### src/xtt_pkg.sv
// ============================================================================
// xtt_pkg
// Shared types, character constants and character-class helpers for the
// markup tag tokenizer.
// ============================================================================
`default_nettype none

package xtt_pkg;

   // Event kinds carried on the result channel
   localparam logic [2:0] EV_START = 3'd0;
   localparam logic [2:0] EV_END   = 3'd1;
   localparam logic [2:0] EV_ATTR  = 3'd2;
   localparam logic [2:0] EV_ERROR = 3'd3;
   localparam logic [2:0] EV_DONE  = 3'd4;

   // Markup characters
   localparam logic [7:0] CH_NUL   = 8'h00;
   localparam logic [7:0] CH_LT    = 8'h3C;
   localparam logic [7:0] CH_GT    = 8'h3E;
   localparam logic [7:0] CH_SLASH = 8'h2F;
   localparam logic [7:0] CH_EQ    = 8'h3D;
   localparam logic [7:0] CH_DQ    = 8'h22;
   localparam logic [7:0] CH_SQ    = 8'h27;
   localparam logic [7:0] CH_CTRL  = 8'h20;

   // Event queue between parser and output stage
   localparam int QUEUE_DEPTH = 4;
   localparam int QPTR_BITS   = $clog2(QUEUE_DEPTH);
   localparam int QCNT_BITS   = $clog2(QUEUE_DEPTH + 1);

   // One result event
   typedef struct packed {
      logic [2:0]  kind;
      logic [15:0] name_offset;
      logic [15:0] name_length;
      logic [15:0] value_offset;
      logic [15:0] value_length;
   } xtt_event_type;

   // All events caused by one byte (one or two)
   typedef struct packed {
      logic          second;
      xtt_event_type ev0;
      xtt_event_type ev1;
   } xtt_rec_type;

   // Queue status seen by the output stage
   typedef struct packed {
      logic empty;
      logic full;
   } xtt_qstat_type;

   function automatic logic is_space(input logic [7:0] c);
      return (c == 8'd9) || (c == 8'd10) || (c == 8'd13) || (c == 8'd32);
   endfunction

   function automatic logic is_name_first(input logic [7:0] c);
      return (c >= 8'h41 && c <= 8'h5A) || (c >= 8'h61 && c <= 8'h7A) || (c == 8'h5F);
   endfunction

   function automatic logic is_name_more(input logic [7:0] c);
      return is_name_first(c) || (c >= 8'h30 && c <= 8'h39) || (c == 8'h2D) ||
             (c == 8'h2E);
   endfunction

endpackage

`default_nettype wire

### src/xtt_front.sv
// ============================================================================
// xtt_front
// Byte parser: accepts one document byte per transfer, advances the tag
// state machine and packs the one or two events the byte causes.
// ============================================================================
`default_nettype none

module xtt_front #(
   parameter int OFFSET_BITS = 16
) (
   input  wire logic                clock,
   input  wire logic                reset,
   input  wire logic                accept,
   input  wire logic                start_of_document,
   input  wire logic [7:0]          char_byte,
   output      logic                push,
   output      xtt_pkg::xtt_rec_type rec
);
   import xtt_pkg::*;

   // Parser modes
   localparam logic [3:0] M_HALTED     = 4'd0;
   localparam logic [3:0] M_ROOT       = 4'd1;
   localparam logic [3:0] M_TAG        = 4'd2;
   localparam logic [3:0] M_NAME       = 4'd3;
   localparam logic [3:0] M_TAG_CLOSE  = 4'd4;
   localparam logic [3:0] M_ELEM_END   = 4'd5;
   localparam logic [3:0] M_ATTRIB     = 4'd6;
   localparam logic [3:0] M_ATTRIB_EQ  = 4'd7;
   localparam logic [3:0] M_VAL_BEGIN  = 4'd8;
   localparam logic [3:0] M_VAL_SINGLE = 4'd9;
   localparam logic [3:0] M_VAL_DOUBLE = 4'd10;

   // Name kinds
   localparam logic [1:0] K_START = 2'd0;
   localparam logic [1:0] K_END   = 2'd1;
   localparam logic [1:0] K_ATTR  = 2'd2;

   localparam logic [OFFSET_BITS-1:0] POS_MAX = '1;
   localparam logic [OFFSET_BITS-1:0] POS_ONE = OFFSET_BITS'(1);

   logic [3:0]             mode_ff, mode_in;
   logic [1:0]             kind_ff, kind_in;
   logic [OFFSET_BITS-1:0] pos_ff, pos_in;
   logic [OFFSET_BITS-1:0] tag_start_ff, tag_start_in;
   logic [OFFSET_BITS-1:0] tag_len_ff, tag_len_in;
   logic [OFFSET_BITS-1:0] an_start_ff, an_start_in;
   logic [OFFSET_BITS-1:0] an_len_ff, an_len_in;
   logic [OFFSET_BITS-1:0] val_start_ff, val_start_in;

   logic [OFFSET_BITS-1:0] p;
   logic                   redo;
   logic                   emit;
   logic [1:0]             n_ev;
   xtt_event_type          ev;

   // Fit an offset into the 16-bit result fields
   function automatic logic [15:0] to16(input logic [OFFSET_BITS-1:0] x);
      logic [31:0] w;
      w = 32'(x);
      return w[15:0];
   endfunction

   function automatic xtt_event_type make_ev(
      input logic [2:0]  k,
      input logic [15:0] no,
      input logic [15:0] nl,
      input logic [15:0] vo,
      input logic [15:0] vl
   );
      xtt_event_type e;
      e.kind         = k;
      e.name_offset  = no;
      e.name_length  = nl;
      e.value_offset = vo;
      e.value_length = vl;
      return e;
   endfunction

   // Parse one byte; a byte that ends a name is examined a second time
   always_comb begin
      mode_in      = mode_ff;
      kind_in      = kind_ff;
      pos_in       = pos_ff;
      tag_start_in = tag_start_ff;
      tag_len_in   = tag_len_ff;
      an_start_in  = an_start_ff;
      an_len_in    = an_len_ff;
      val_start_in = val_start_ff;
      rec          = '0;
      n_ev         = '0;
      redo         = 1'b0;
      emit         = 1'b0;
      ev           = '0;
      p            = '0;
      if (accept) begin
         if (start_of_document) begin
            mode_in      = M_ROOT;
            kind_in      = K_START;
            pos_in       = '0;
            tag_start_in = '0;
            tag_len_in   = '0;
            an_start_in  = '0;
            an_len_in    = '0;
            val_start_in = '0;
         end
         if (mode_in != M_HALTED) begin
            p = pos_in;
            if (p == POS_MAX) begin
               rec.ev0 = make_ev(EV_ERROR, 16'd0, 16'd0, to16(p), 16'd1);
               n_ev    = 2'd1;
               mode_in = M_HALTED;
            end else begin
               for (int pass = 0; pass < 2; pass++) begin
                  if (pass == 0 || redo) begin
                     redo = 1'b0;
                     emit = 1'b0;
                     ev   = make_ev(EV_ERROR, 16'd0, 16'd0, to16(p), 16'd1);
                     case (mode_in)
                        M_ROOT: begin
                           if (char_byte == CH_NUL) begin
                              ev      = make_ev(EV_DONE, 16'd0, 16'd0, 16'd0, 16'd0);
                              emit    = 1'b1;
                              mode_in = M_HALTED;
                           end else if (char_byte == CH_LT) begin
                              mode_in = M_TAG;
                           end else if (!is_space(char_byte)) begin
                              emit    = 1'b1;
                              mode_in = M_HALTED;
                           end
                        end
                        M_TAG: begin
                           if (char_byte == CH_SLASH) begin
                              mode_in = M_ELEM_END;
                           end else if (is_name_first(char_byte)) begin
                              tag_start_in = p;
                              kind_in      = K_START;
                              mode_in      = M_NAME;
                           end else if (!is_space(char_byte)) begin
                              emit    = 1'b1;
                              mode_in = M_HALTED;
                           end
                        end
                        M_ELEM_END: begin
                           if (is_name_first(char_byte)) begin
                              tag_start_in = p;
                              kind_in      = K_END;
                              mode_in      = M_NAME;
                           end else if (!is_space(char_byte)) begin
                              emit    = 1'b1;
                              mode_in = M_HALTED;
                           end
                        end
                        M_NAME: begin
                           if (!is_name_more(char_byte)) begin
                              redo = 1'b1;
                              if (kind_in == K_START) begin
                                 tag_len_in = p - tag_start_in;
                                 ev = make_ev(EV_START, to16(tag_start_in),
                                              to16(tag_len_in), 16'd0, 16'd0);
                                 emit    = 1'b1;
                                 mode_in = M_ATTRIB;
                              end else if (kind_in == K_END) begin
                                 tag_len_in = p - tag_start_in;
                                 ev = make_ev(EV_END, to16(tag_start_in),
                                              to16(tag_len_in), 16'd0, 16'd0);
                                 emit    = 1'b1;
                                 mode_in = M_TAG_CLOSE;
                              end else begin
                                 an_len_in = p - an_start_in;
                                 mode_in   = M_ATTRIB_EQ;
                              end
                           end
                        end
                        M_TAG_CLOSE: begin
                           if (char_byte == CH_GT) begin
                              mode_in = M_ROOT;
                           end else begin
                              emit    = 1'b1;
                              mode_in = M_HALTED;
                           end
                        end
                        M_ATTRIB: begin
                           if (char_byte == CH_SLASH) begin
                              ev = make_ev(EV_END, to16(tag_start_in), to16(tag_len_in),
                                           16'd0, 16'd0);
                              emit    = 1'b1;
                              mode_in = M_TAG_CLOSE;
                           end else if (char_byte == CH_GT) begin
                              mode_in = M_ROOT;
                           end else if (is_name_first(char_byte)) begin
                              an_start_in = p;
                              kind_in     = K_ATTR;
                              mode_in     = M_NAME;
                           end else if (!is_space(char_byte)) begin
                              emit    = 1'b1;
                              mode_in = M_HALTED;
                           end
                        end
                        M_ATTRIB_EQ: begin
                           if (char_byte == CH_EQ) begin
                              mode_in = M_VAL_BEGIN;
                           end else if (!is_space(char_byte)) begin
                              emit    = 1'b1;
                              mode_in = M_HALTED;
                           end
                        end
                        M_VAL_BEGIN: begin
                           if (char_byte == CH_DQ || char_byte == CH_SQ) begin
                              val_start_in = p + POS_ONE;
                              mode_in = (char_byte == CH_DQ) ? M_VAL_DOUBLE : M_VAL_SINGLE;
                           end else if (!is_space(char_byte)) begin
                              emit    = 1'b1;
                              mode_in = M_HALTED;
                           end
                        end
                        M_VAL_SINGLE, M_VAL_DOUBLE: begin
                           if (char_byte < CH_CTRL) begin
                              emit    = 1'b1;
                              mode_in = M_HALTED;
                           end else if ((mode_in == M_VAL_SINGLE && char_byte == CH_SQ) ||
                                        (mode_in == M_VAL_DOUBLE && char_byte == CH_DQ)) begin
                              ev = make_ev(EV_ATTR, to16(an_start_in), to16(an_len_in),
                                           to16(val_start_in), to16(p - val_start_in));
                              emit    = 1'b1;
                              mode_in = M_ATTRIB;
                           end
                        end
                        default: begin
                           mode_in = M_HALTED;
                        end
                     endcase
                     // Place the event in the next free slot
                     if (emit) begin
                        if (n_ev == 2'd0) begin
                           rec.ev0 = ev;
                        end else begin
                           rec.ev1 = ev;
                        end
                        n_ev = n_ev + 2'd1;
                     end
                  end
               end
            end
            if (mode_in != M_HALTED) begin
               pos_in = p + POS_ONE;
            end
         end
      end
      rec.second = (n_ev == 2'd2);
   end

   assign push = accept && (n_ev != 2'd0);

   // Hold parser state
   always_ff @(posedge clock) begin
      if (reset) begin
         mode_ff      <= M_HALTED;
         kind_ff      <= K_START;
         pos_ff       <= '0;
         tag_start_ff <= '0;
         tag_len_ff   <= '0;
         an_start_ff  <= '0;
         an_len_ff    <= '0;
         val_start_ff <= '0;
      end else begin
         mode_ff      <= mode_in;
         kind_ff      <= kind_in;
         pos_ff       <= pos_in;
         tag_start_ff <= tag_start_in;
         tag_len_ff   <= tag_len_in;
         an_start_ff  <= an_start_in;
         an_len_ff    <= an_len_in;
         val_start_ff <= val_start_in;
      end
   end

endmodule

`default_nettype wire

### src/xtt_queue.sv
// ============================================================================
// xtt_queue
// Short queue of per-byte event records between the parser and the
// output stage.
// ============================================================================
`default_nettype none

module xtt_queue (
   input  wire logic                  clock,
   input  wire logic                  reset,
   input  wire logic                  push,
   input  wire xtt_pkg::xtt_rec_type  push_rec,
   input  wire logic                  pop,
   output      xtt_pkg::xtt_rec_type  head_rec,
   output      xtt_pkg::xtt_qstat_type status
);
   import xtt_pkg::*;

   localparam logic [QCNT_BITS-1:0] CNT_FULL = QCNT_BITS'(QUEUE_DEPTH);
   localparam logic [QCNT_BITS-1:0] CNT_ONE  = QCNT_BITS'(1);
   localparam logic [QPTR_BITS-1:0] PTR_ONE  = QPTR_BITS'(1);

   xtt_rec_type            mem_ff [QUEUE_DEPTH];
   logic [QPTR_BITS-1:0]   wr_ptr_ff, wr_ptr_in;
   logic [QPTR_BITS-1:0]   rd_ptr_ff, rd_ptr_in;
   logic [QCNT_BITS-1:0]   count_ff, count_in;
   logic                   do_push;
   logic                   do_pop;

   assign status.empty = (count_ff == '0);
   assign status.full  = (count_ff == CNT_FULL);
   assign head_rec     = mem_ff[rd_ptr_ff];

   assign do_push = push && !status.full;
   assign do_pop  = pop && !status.empty;

   // Advance pointers and occupancy
   always_comb begin
      wr_ptr_in = do_push ? wr_ptr_ff + PTR_ONE : wr_ptr_ff;
      rd_ptr_in = do_pop ? rd_ptr_ff + PTR_ONE : rd_ptr_ff;
      count_in  = count_ff;
      if (do_push && !do_pop) begin
         count_in = count_ff + CNT_ONE;
      end else if (do_pop && !do_push) begin
         count_in = count_ff - CNT_ONE;
      end
   end

   always_ff @(posedge clock) begin
      if (reset) begin
         wr_ptr_ff <= '0;
         rd_ptr_ff <= '0;
         count_ff  <= '0;
      end else begin
         wr_ptr_ff <= wr_ptr_in;
         rd_ptr_ff <= rd_ptr_in;
         count_ff  <= count_in;
      end
   end

   // Store records
   always_ff @(posedge clock) begin
      if (do_push) begin
         mem_ff[wr_ptr_ff] <= push_rec;
      end
   end

   a_count_bound: assert property (@(posedge clock) disable iff (reset)
      count_ff <= CNT_FULL)
      else $error("event queue occupancy beyond depth");

   a_no_overflow: assert property (@(posedge clock) disable iff (reset)
      status.full |-> !push)
      else $error("record pushed into full event queue");

endmodule

`default_nettype wire

### src/xtt_back.sv
// ============================================================================
// xtt_back
// Output stage: drains event records from the queue and presents one event
// per transfer in an output register, marking the last event of each byte.
// ============================================================================
`default_nettype none

module xtt_back (
   input  wire logic                   clock,
   input  wire logic                   reset,
   input  wire xtt_pkg::xtt_rec_type   head_rec,
   input  wire xtt_pkg::xtt_qstat_type status,
   output      logic                   pop,
   output      logic                   rsp_valid,
   input  wire logic                   rsp_stall,
   output      logic [2:0]             rsp_event_kind,
   output      logic [15:0]            rsp_name_offset,
   output      logic [15:0]            rsp_name_length,
   output      logic [15:0]            rsp_value_offset,
   output      logic [15:0]            rsp_value_length,
   output      logic                   rsp_last_of_run
);
   import xtt_pkg::*;

   logic          valid_ff, valid_in;
   logic          pending_ff, pending_in;
   xtt_event_type out_ff, out_in;
   logic          last_ff, last_in;
   xtt_event_type sec_ff, sec_in;
   logic          out_free;

   assign out_free = !valid_ff || !rsp_stall;

   // Load the output register from the held second event or the queue head
   always_comb begin
      valid_in   = valid_ff;
      pending_in = pending_ff;
      out_in     = out_ff;
      last_in    = last_ff;
      sec_in     = sec_ff;
      pop        = 1'b0;
      if (out_free) begin
         if (pending_ff) begin
            valid_in   = 1'b1;
            out_in     = sec_ff;
            last_in    = 1'b1;
            pending_in = 1'b0;
         end else if (!status.empty) begin
            pop        = 1'b1;
            valid_in   = 1'b1;
            out_in     = head_rec.ev0;
            last_in    = !head_rec.second;
            pending_in = head_rec.second;
            sec_in     = head_rec.ev1;
         end else begin
            valid_in = 1'b0;
         end
      end
   end

   always_ff @(posedge clock) begin
      if (reset) begin
         valid_ff   <= 1'b0;
         pending_ff <= 1'b0;
      end else begin
         valid_ff   <= valid_in;
         pending_ff <= pending_in;
      end
   end

   // Payload registers
   always_ff @(posedge clock) begin
      out_ff  <= out_in;
      last_ff <= last_in;
      sec_ff  <= sec_in;
   end

   assign rsp_valid        = valid_ff;
   assign rsp_event_kind   = out_ff.kind;
   assign rsp_name_offset  = out_ff.name_offset;
   assign rsp_name_length  = out_ff.name_length;
   assign rsp_value_offset = out_ff.value_offset;
   assign rsp_value_length = out_ff.value_length;
   assign rsp_last_of_run  = last_ff;

   a_pending_has_first: assert property (@(posedge clock) disable iff (reset)
      pending_ff |-> valid_ff)
      else $error("second event held without a first event on output");

   a_error_is_last: assert property (@(posedge clock) disable iff (reset)
      (valid_ff && (out_ff.kind == EV_ERROR || out_ff.kind == EV_DONE)) |-> last_ff)
      else $error("error or done event not last of its byte");

   a_second_follows: assert property (@(posedge clock) disable iff (reset)
      (valid_ff && !last_ff && !rsp_stall) |=> (valid_ff && last_ff))
      else $error("second event of a byte did not follow the first");

endmodule

`default_nettype wire

### src/xml_tag_tokenizer.sv
// ============================================================================
// xml_tag_tokenizer
// Markup tag tokenizer: one document byte in, element/attribute/error/done
// events out.
// ============================================================================
// The tokenizer takes one document byte per clock cycle while req_stall is
// low. A parser stage classifies each byte as it is transferred and writes
// the events that the byte causes (none, one or two) as one record into a
// four-entry queue; an output register drains the queue at one event per
// cycle while rsp_stall is low, so the first event of a byte passes through
// the queue and then the output register. A byte that ends an element name
// may cause two events (the element event, then an element end or an
// error) and then occupies the output for both of them; req_stall rises
// only while the queue is full, so input keeps flowing at one byte per
// cycle as long as events are taken at least as fast as they are produced.
// Offsets count from the byte that carries start_of_document and are
// OFFSET_BITS wide internally; the result fields carry their low 16 bits.
// ============================================================================
`default_nettype none

module xml_tag_tokenizer #(
   parameter int OFFSET_BITS = 16
) (
   input  wire logic        clock,
   input  wire logic        reset,
   input  wire logic        req_valid,
   output      logic        req_stall,
   input  wire logic        req_start_of_document,
   input  wire logic [7:0]  req_char_byte,
   output      logic        rsp_valid,
   input  wire logic        rsp_stall,
   output      logic [2:0]  rsp_event_kind,
   output      logic [15:0] rsp_name_offset,
   output      logic [15:0] rsp_name_length,
   output      logic [15:0] rsp_value_offset,
   output      logic [15:0] rsp_value_length,
   output      logic        rsp_last_of_run
);
   import xtt_pkg::*;

   logic          accept;
   logic          push;
   logic          pop;
   xtt_rec_type   push_rec;
   xtt_rec_type   head_rec;
   xtt_qstat_type status;

   assign req_stall = status.full;
   assign accept    = req_valid && !req_stall;

   xtt_front #(
      .OFFSET_BITS (OFFSET_BITS)
   ) u_front (
      .clock             (clock),
      .reset             (reset),
      .accept            (accept),
      .start_of_document (req_start_of_document),
      .char_byte         (req_char_byte),
      .push              (push),
      .rec               (push_rec)
   );

   xtt_queue u_queue (
      .clock    (clock),
      .reset    (reset),
      .push     (push),
      .push_rec (push_rec),
      .pop      (pop),
      .head_rec (head_rec),
      .status   (status)
   );

   xtt_back u_back (
      .clock            (clock),
      .reset            (reset),
      .head_rec         (head_rec),
      .status           (status),
      .pop              (pop),
      .rsp_valid        (rsp_valid),
      .rsp_stall        (rsp_stall),
      .rsp_event_kind   (rsp_event_kind),
      .rsp_name_offset  (rsp_name_offset),
      .rsp_name_length  (rsp_name_length),
      .rsp_value_offset (rsp_value_offset),
      .rsp_value_length (rsp_value_length),
      .rsp_last_of_run  (rsp_last_of_run)
   );

endmodule

`default_nettype wire

### config.mk
export PLATFORM = sky130hd
export DESIGN_NAME = xml_tag_tokenizer
export DESIGN_NICKNAME = d
export VERILOG_FILES = /design/src/xtt_pkg.sv /design/src/xtt_front.sv /design/src/xtt_queue.sv /design/src/xtt_back.sv /design/src/xml_tag_tokenizer.sv
export SDC_FILE = /design/constraint.sdc
export NUM_CORES = 1
export LEC_CHECK = 0
export BUFFER_PORTS_ARGS = -buffer_cell sky130_fd_sc_hd__buf_2
export CORE_AREA = 2 2 322 324
export DETAILED_ROUTE_END_ITERATION = 10
export DIE_AREA = 0 0 324 326
export MAX_ROUTING_LAYER = met4
export PLACE_DENSITY_LB_ADDON = 0.15
export SLEW_MARGIN = 20
export SYNTH_ARGS = -nofsm -noshare
export SYNTH_HDL_FRONTEND = slang
export SYNTH_HIERARCHICAL = 1
export SYNTH_SLANG_ARGS = --single-unit
### constraint.sdc
create_clock -name clock -period 11.21 [get_ports clock]
set_clock_uncertainty 0.1 [all_clocks]
set_input_delay 0.5605 -clock clock [delete_from_list [all_inputs] [get_ports clock]]
set_output_delay 0.5605 -clock clock [all_outputs]
set_load 0.02 [all_outputs]
==> flow_metrics.py <==
metrics = {
    "floorplan": {
        "core_sq_um": 102600,
        "dieArea_sq_um": 105600,
        "row_count": 118,
        "die_x_um": 324,
        "ioPinCount": 83,
        "fp.dieH_um": 326,
        "start_util_pct": 34.65,
    },
    "synth": {
        "ys_top_cells_by_area": "edfxtp_1 57%, mux4_2 8.6%, dfxtp_1 6.4%, nor2_1 3.0%, mux2_4 2.8%",
        "synth_edf_count": 675,
        "syn_area_per_cell_sq_um": 13.99,
        "yosysTopAreaCellShare_pct": 57.00,
        "yosysTopAreaCell": "edfxtp_1",
        "async_flop_share_pct": 0,
        "ys_top_cells_by_count": "675 x edfxtp_1, 284 x nor2_1, 169 x a21oi_1",
        "ys_warn_count": 6,
        "ys_seq_area_share_pct": 63.36,
        "synth_cell_types": 93,
        "yosysMostFrequentCell": "edfxtp_1",
        "synth-seq-cells": 788,
        "synth_area_sq_um": 35560,
        "netlist_instances": 2542,
        "ys.flop_type": "edfxtp_1",
    },
    "cts": {
        "holdBufCountCts": 0,
        "ctsHtreeMaxLevel": 3,
        "cts-resized-gates": 0,
        "cts_tree": "done",
        "postCtsSetupRepairBufs": 0,
        "clkSinkCount": 788,
        "numCtsBuffers": 85,
        "clkLatencyLatePin_ns": 0.64,
        "clk_pin_slew_worst_paths_ns": 0.06,
        "root_buffer": "clkbuf_16",
        "clk_path_buf_depth": 3,
    },
    "job": {
        "max_cap_violations": 0,
    },
    "cells_and_area": {
        "layout.nets": 2671,
        "syn2layout_area_growth_pct": 12.68,
        "finish.instance_area_sq_um": 40070,
        "drive_above_1_share_pct": 18.43,
        "fill_cells": 9555,
    },
    "critical_path": {
        "max_stage_delay_ns": 0.78,
        "crit_family": "simple AND/OR/NAND/NOR gates",
        "required_ns": 11.36,
        "path_max_fanout": 50,
        "cp.arrival_ns": 7.07,
        "crit_path_start": "req_char_byte[4]",
        "path_class": "primary input to flop",
        "startpoint_type": "primary input",
        "critical_path_buf_inv_count": 3,
        "cp_cell_sequence": "buf_2 > or4b_1 > nor4b_1 > nand2_2 > o21ai_0 > a21oi_1 > and3_1 > o21ai_1 > o31a_1 > o21ai_1 > ha_1 > or3_1 > o21ai_0 > a21oi_1 > inv_1 > nor2_1 > and2_4 > buf_4",
        "r2r_start": "u_front/mode_ff[1]",
        "cp-end-kind": "flop",
        "critPathSlowestCell": "nand2_2",
    },
    "global_routing": {
        "grt.total_usage_pct": 18.46,
        "antenna_found_initial": 0,
        "grt_pass1_wl_um": 142900,
        "grt_pass1_vias": 21858,
        "grt_overflow": 0,
        "grt_max_degree": 73,
    },
    "pwr": {
        "p_sw_mw": 2.105,
        "p_int_mw": 5.822,
        "total_leakage_power_nw": 13.26,
        "finalPower_mw": 7.927,
        "clockPowerShare_pct": 35.9,
        "vdd_drop_max_v": 0.0001782,
        "power.density_nw_per_um2": 197.8,
        "pwr-share-seq_pct": 46.6,
        "swShare_pct": 26.55,
        "pwr-share-comb_pct": 17.6,
    },
    "outcome": {
        "run_status": "finished, final reports clean",
    },
    "timing": {
        "finalCritPeriodShare_pct": 61.70,
        "layout_min_cycle_time_ns": 6.916,
        "setup_tns_ns": 0,
        "finalSetupViolCount": 0,
        "hold_violations": 0,
        "worst_slew_pin_slew_ns": 1.074,
        "rsz0062_at_grt": "false",
        "finalMaxSlewViolations": 0,
        "fmax_ghz": 0.1446,
        "timing.slew.headroom_pct": 28.42,
    },
    "route": {
        "post_drt_wl_per_cell_um": 23.36,
        "m1WireLength_um": 43850,
        "postRouteAntennaNets": 0,
        "dr.first_iter.drc_count": 2029,
        "wl_met3_um": 4897,
        "first_pass_iters": 5,
        "via_per_inst": 5.331,
        "wl_um": 94610,
        "dr_wl_met2_um": 44290,
        "vias": 21595,
        "top_layer_used": "met4",
        "route.detailed.drc": 0,
    },
    "placement": {
        "place.port_buffers": 82,
        "dpl_cell_area_sq_um": 37240,
        "place_congestion": 0.9045,
        "place_hpwl_um": 60320,
    },
    "min_path": {
        "hold_path.class": "primary input to flop",
        "hp-start": "rsp_stall",
    },
}
## stage by stage
stage,hold slack [ns],worst slack [ns],std cells,util (%)
2_1_floorplan,0.3366,3.353,2557,-
3_3_place_gp,0.3425,3.708,3895,36.29
3_5_place_dp,0.3467,3.761,3895,36.29
4_1_cts,0.09796,4.399,4049,39.03
5_1_grt,0.1480,3.881,4049,39.05
6_report,0.1508,4.294,4051,39.05
## flip-flops by register name (all words and copies together) (netlist names), 3 cells and up, named ones only
name and flops:
u_queue/mem_ff 540, u_back/sec_ff 67, u_back/rsp_name_length 16, u_back/rsp_name_offset 16, u_back/rsp_value_length 16, u_back/rsp_value_offset 16
u_front/an_len_ff 16, u_front/an_start_ff 16, u_front/pos_ff 16, u_front/tag_len_ff 16, u_front/tag_start_ff 16, u_front/val_start_ff 16
u_front/mode_ff 4, u_back/rsp_event_kind 3, u_queue/count_ff 3
## cells by family after synthesis
group	after synthesis	share of synthesized area, %
flops	788	63.36
mux	206	11.50
compound gates	494	9.078
buf+inv	258	3.533
fa+ha+maj	56	2.055
simple gates	681	9.036
xor+xnor	58	1.429
other cells	1	0.01055
## worst paths after layout
path | to | slack, ns | depth (start not counted)
setup reg to reg | u_queue/mem_ff[1][103] | 4.37 | 18
hold reg to reg | u_front/val_start_ff[6] | 0.36 | 2
setup / recovery | u_queue/mem_ff[1][103] | 4.29 | 18
hold / removal | u_back/pending_ff | 0.15 | 3
## layout make-up
cell class	count	area, sq um	area share [%]
Antenna cell	2	5.005	0.01249
Clock buffer	99	2190	5.464
Clock inverter	55	623.1	1.555
Inverter	94	352.8	0.8806
Multi-Input combinational cell	1511	11910	29.72
Sequential cell	788	22540	56.26
Tap cell	1380	1727	4.309
Timing Repair Buffer	122	720.7	1.799
## power groups by stage
stage          Clock [mW]  Combinational, mW  Sequential [mW]
2_1_floorplan           0              0.877             3.90
3_3_place_gp            0               1.43             3.76
3_5_place_dp            0               1.43             3.76
4_1_cts              2.93               1.44             3.70
5_1_grt              3.04               1.51             3.73
6_report             2.84               1.39             3.69
## cell usage in the layout, fill, tap and decap left out, types with 13 or more instances in the layout
| cell | count |
|---|---|
| a211oi_1 | 43 |
| a21o_1 | 17 |
| a21oi_1 | 168 |
| a221oi_1 | 13 |
| a22oi_1 | 53 |
| a31oi_1 | 24 |
| and3_1 | 14 |
| buf_2 | 81 |
| buf_4 | 39 |
| bufinv_16 | 13 |
| clkbuf_1 | 13 |
| clkbuf_16 | 85 |
| clkinv_1 | 21 |
| conb_1 | 16 |
| dfxtp_1 | 110 |
| edfxtp_1 | 675 |
| ha_1 | 52 |
| inv_1 | 94 |
| mux2_4 | 67 |
| mux4_2 | 135 |
| nand2_1 | 155 |
| nand2b_1 | 25 |
| nand3_1 | 28 |
| nor2_1 | 282 |
| nor2b_1 | 52 |
| nor3_1 | 32 |
| o21ai_0 | 57 |
| o22ai_1 | 22 |
| or3_1 | 15 |
| xnor2_1 | 42 |
| xor2_1 | 16 |
## routing by layer
metal  vias up  track usage, %
met5         -               -
met4         0           4.066
met3       109           2.760
met2       663           28.42
met1     11051           25.86
li1       9772               -
## tightest hold or removal path, stage by stage
cell	delay [ns]
buf_2	0.13
nand2_1	0.09
o32ai_1	0.06
(Power assumes the default switching activity.)
